<file path="src/hw/rtl/alloc_trk_pkg.sv">
// Shared constants, codes and types of the allocation tracker.
`timescale 1ns / 1ps

package alloc_trk_pkg;

	localparam int TABLE_ENTRIES = 64;
	localparam int IDX_W = (TABLE_ENTRIES > 1) ? $clog2(TABLE_ENTRIES) : 1;

	localparam int CMD_W = 2;
	localparam int PTR_W = 64;
	localparam int SIZE_W = 32;
	localparam int STAMP_W = 63;
	localparam int STATUS_W = 3;
	localparam int CNT_W = 32;
	localparam int BYTES_W = 48;

	localparam logic [CMD_W-1:0] CMD_ALLOC = 2'd0;
	localparam logic [CMD_W-1:0] CMD_FREE = 2'd1;
	localparam logic [CMD_W-1:0] CMD_CLEAR = 2'd2;
	localparam logic [CMD_W-1:0] CMD_RSVD = 2'd3;

	localparam logic [STATUS_W-1:0] ST_ALLOC_OK = 3'd0;
	localparam logic [STATUS_W-1:0] ST_FREE_HIT = 3'd1;
	localparam logic [STATUS_W-1:0] ST_FREE_MISS = 3'd2;
	localparam logic [STATUS_W-1:0] ST_DUPLICATE = 3'd3;
	localparam logic [STATUS_W-1:0] ST_FULL = 3'd4;
	localparam logic [STATUS_W-1:0] ST_CLEARED = 3'd5;

	// Classified request handed from the table stage to the statistics stage.
	typedef struct packed {
		logic [STATUS_W-1:0] status;
		logic [SIZE_W-1:0]   size;
		logic [STAMP_W-1:0]  stamp;
	} evt_t;

	typedef struct packed {
		logic [CNT_W-1:0]   alloc_total;
		logic [CNT_W-1:0]   free_total;
		logic [BYTES_W-1:0] alloc_bytes_total;
		logic [BYTES_W-1:0] free_bytes_total;
		logic [CNT_W-1:0]   outstanding_count;
		logic [BYTES_W-1:0] outstanding_bytes;
		logic [CNT_W-1:0]   peak_count;
		logic [STAMP_W-1:0] peak_count_time;
		logic [BYTES_W-1:0] peak_bytes;
		logic [STAMP_W-1:0] peak_bytes_time;
	} stats_t;

endpackage

</file>
<file path="src/hw/rtl/alloc_trk_stats.sv">
// Running totals, outstanding values and peak tracking.
`timescale 1ns / 1ps

module alloc_trk_stats import alloc_trk_pkg::*; (
	input  logic              clk,
	input  logic              arst_n,
	input  logic              en,
	input  evt_t              evt,
	input  logic [SIZE_W-1:0] freed_size,
	output stats_t            stats
);

	stats_t             stats_q;
	stats_t             stats_d;
	logic [CNT_W-1:0]   out_cnt_inc;
	logic [BYTES_W-1:0] out_bytes_inc;
	logic [BYTES_W-1:0] size_ext;
	logic [BYTES_W-1:0] freed_ext;

	assign size_ext = BYTES_W'(evt.size);
	assign freed_ext = BYTES_W'(freed_size);
	assign out_cnt_inc = stats_q.outstanding_count + CNT_W'(1);
	assign out_bytes_inc = stats_q.outstanding_bytes + size_ext;

	always_comb begin
		stats_d = stats_q;
		case (evt.status)
			ST_ALLOC_OK: begin
				stats_d.alloc_total = stats_q.alloc_total + CNT_W'(1);
				stats_d.alloc_bytes_total = stats_q.alloc_bytes_total + size_ext;
				stats_d.outstanding_count = out_cnt_inc;
				stats_d.outstanding_bytes = out_bytes_inc;
				if (out_cnt_inc > stats_q.peak_count) begin
					stats_d.peak_count = out_cnt_inc;
					stats_d.peak_count_time = evt.stamp;
				end
				if (out_bytes_inc > stats_q.peak_bytes) begin
					stats_d.peak_bytes = out_bytes_inc;
					stats_d.peak_bytes_time = evt.stamp;
				end
			end
			ST_FREE_HIT: begin
				stats_d.free_total = stats_q.free_total + CNT_W'(1);
				stats_d.free_bytes_total = stats_q.free_bytes_total + freed_ext;
				stats_d.outstanding_count = stats_q.outstanding_count - CNT_W'(1);
				stats_d.outstanding_bytes = stats_q.outstanding_bytes - freed_ext;
			end
			ST_CLEARED: stats_d = '0;
			default:    stats_d = stats_q;
		endcase
	end

	always_ff @(posedge clk or negedge arst_n) begin
		if (!arst_n) begin
			stats_q <= '0;
		end else if (en) begin
			stats_q <= stats_d;
		end
	end

	assign stats = stats_q;

endmodule

</file>
<file path="config.mk">
export PLATFORM = sky130hd
export DESIGN_NAME = alloc_trk_stats
export DESIGN_NICKNAME = d
export VERILOG_FILES = /design/src/hw/rtl/alloc_trk_pkg.sv /design/src/hw/rtl/alloc_trk_stats.sv
export SDC_FILE = /design/constraint.sdc
export NUM_CORES = 1
export LEC_CHECK = 0
export BUFFER_PORTS_ARGS = -buffer_cell sky130_fd_sc_hd__buf_2
export CORE_UTILIZATION = 38
export CTS_BUF_LIST = sky130_fd_sc_hd__clkbuf_8
export CTS_CLUSTER_SIZE = 30
export DETAILED_ROUTE_END_ITERATION = 6
export SLEW_MARGIN = 25
export SYNTH_ARGS = -nofsm -noshare
export SYNTH_HDL_FRONTEND = slang
export SYNTH_SLANG_ARGS = --single-unit
</file>
<file path="constraint.sdc">
create_clock -name clk -period 7.3 [get_ports clk]
set_clock_uncertainty 0.2 [all_clocks]
set_input_delay 0.73 -clock clk [delete_from_list [all_inputs] [get_ports clk]]
set_output_delay 0.73 -clock clk [all_outputs]
set_load 0.02 [all_outputs]
</file>
==> impl_metrics.toml <==
[clock_tree]
cts.path.max_buffers = 3
numCtsBuffers = 87
cts_sinks = 446
postCtsSetupRepairBufs = 0
cts_resized = 0
cts_root_buffer = "clkbuf_8"
clkLatencyLatePin_ps = 700
cts_tree = "done"
ctsHoldBuffers = 2
ctsHtreeMaxLevel = 3
clkTransAtPathRegs_ps = 60

[timing]
worst_pin_slew_ps = 1070
grt_setup_unrepaired = "no"
max_slew_margin_pct = 28.6
fin_crit_sh_pct = 87.6
max_freq_ghz = 0.156
tns_ps = 0
period_minus_slack_ps = 6400
setup_viol = 0
hold_violations = 0
slew_violations = 0

[worst_setup_path]
setup.worst_path.end = "stats[81]"
ff2ff_path_depth = 20
startpoint = "stats[207]"
arrival_ps = 6800
path_class = "reg -> reg"
r2r_slack_ps = 900
endpoint_kind = "flip-flop"
cp.required_ps = 7700
r2r-start = "stats[207]"
worstSetupStartpointType = "flip-flop"
critical_path_peak_fanout = 47
worstReg2RegEnd = "stats[81]"

[hold_path]
min_path_type = "in -> reg"

[route]
drtPass1Iterations = 7
drc_errors = 1
viasPerCell = 5.62
wl_per_cell_um = 21.8
wl_um = 110000
ant_nets = 0
vias = 28300
drt_iter0_markers = 1913

[global_route]
grt_overflow = 0
grt_pass1_vias = 27000
grt_max_degree = 137
grt_pass1_wl_um = 165000
grt_use_total_pct = 26.7
antenna_found_initial = 11

[synth]
yosysMostFrequentCell = "dfrtp_1"
synth_top_area_cell = "dfrtp_1"
synthArstFlopShare_pct = 100
syn-cell-area_um2 = 30000
synthCells = 3416
synthTopCellsByArea = "dfrtp_1 (37%), ha_1 (8.9%), nand2_1 (4.2%)"
yosysUniqueCellTypes = 89
synth_top_flop_cell = "dfrtp_1"
synth_edf_count = 0
yosysWarnings = 0
ys_ff_latch = 446
yosysSeqAreaShare_pct = 37.3
syn_avg_cell_area_um2 = 8.77
netlist.area_leader.share_pct = 37.3
syn_nets = 3765
yosys-top-cells-count = "dfrtp_1 (446), nand2_1 (332), nor2_1 (262)"

[finish]
multi_input_area_um2 = 17400
n_fill_cell = 7638
drive_gt1_share_pct = 20.4
synthToLayoutAreaGrowth_pct = 19.5
final_nets = 4270
largest_reg_flops = 446
seq_area_um2 = 11200
design_area_um2 = 35800

[die]
rows = 102
die_y_um = 283
ioPinCount = 579
die_x_um = 283
core_um2 = 77700
die-area_um2 = 80000
start_util_pct = 38.5

[pwr]
peakVddDrop_mv = 0.172
leakage_nw = 17.7
power_density_nw_per_um2 = 392

[job]
drv_cap = 0

[place]
port_buffers = 578
placed_area_um2 = 33800
gp_routability_congestion = 0.941
dp_hpwl_um = 80500

[status]
status = "finished, violations left"
violations = "DRC"
==> per-layer routing <==
metal,part of all wire (%),vias up,GRT usage (%)
li1,-,13400,-
met1,44,13700,35.9
met2,46,987,42.1
met3,7.1,175,5.62
met4,3.2,0,10.0
met5,0,-,0
==> report_power, final <==
part	internal [W]	switching (W)
combinational	0.00282	0.00457
sequential	0.00309	0.000807
clock	0.00154	0.00122
==> kinds of logic after synthesis <==
logic type	after synthesis	synth area share, %
xor gates and xnor gates	217	6.35
and+or+nand+nor	1082	17.5
buffers and inverters	379	4.86
DFF	446	37.3
adders and majority gates	216	9.12
AOI/OAI and AO/OA	1032	23.4
muxes	44	1.52
==> metrics by stage <==
step	total power (W)	setup WS [ps]	util [%]	hold WS [ps]	std cells
3_3_place_gp	0.0112	665	43.5	265	4869
4_1_cts	0.0141	929	46.0	1.42	5032
6_report	0.0140	903	46.0	68.9	5044
5_1_grt	0.0150	451	46.0	45.5	5042
3_5_place_dp	0.0112	620	43.5	266	4869
2_1_floorplan	0.00876	1990	-	234	3416
==> critical path, cell delays in order (launching register included) <==
cell and delay [ps]:
dfrtp_1 480, ha_1 330, a211oi_1 320, o21ai_0 220, a211oi_1 290, buf_4 170
o21ai_0 190, a211oi_1 340, o21ai_0 160, o311a_1 410, ha_1 310, a21o_1 160
a21o_1 160, a21oi_1 130, o21ai_0 100, or3_1 350, a2111oi_0 480, nor3_2 180
nor2_4 790, buf_12 320, a22o_1 180
==> worst min path at each step <==
stage	startpoint	endpoint	depth (start not counted)
2_1_floorplan	arst_n	stats[0]	0
3_3_place_gp	stats[62]	stats[62]	1
3_5_place_dp	stats[62]	stats[62]	1
4_1_cts	evt[3]	stats[3]	2
5_1_grt	evt[13]	stats[13]	2
6_report	evt[3]	stats[3]	2
==> area by class of cell <==
type,count,share of cell area [%]
Multi-Input combinational cell,2591,48.7
Sequential cell,446,31.2
Timing Repair Buffer,619,9.25
Clock buffer,109,4.19
Tap cell,1040,3.64
Inverter,176,1.85
Clock inverter,52,1.12
Antenna cell,11,0.0769
==> placed cells by master (no fill, tap or decap), drive strengths merged, types with 37 or more instances in the layout <==
master	instances
buf	617
dfrtp	446
nand2	332
nor2	262
o21ai	246
a21oi	214
ha	212
inv	206
a22o	131
xnor2	119
clkbuf	109
a21o	102
xor2	98
nand3	85
and2	82
a41oi	66
nand4	63
nor3	62
and3	46
or3	37
Power figures use the tool's default switching activity.
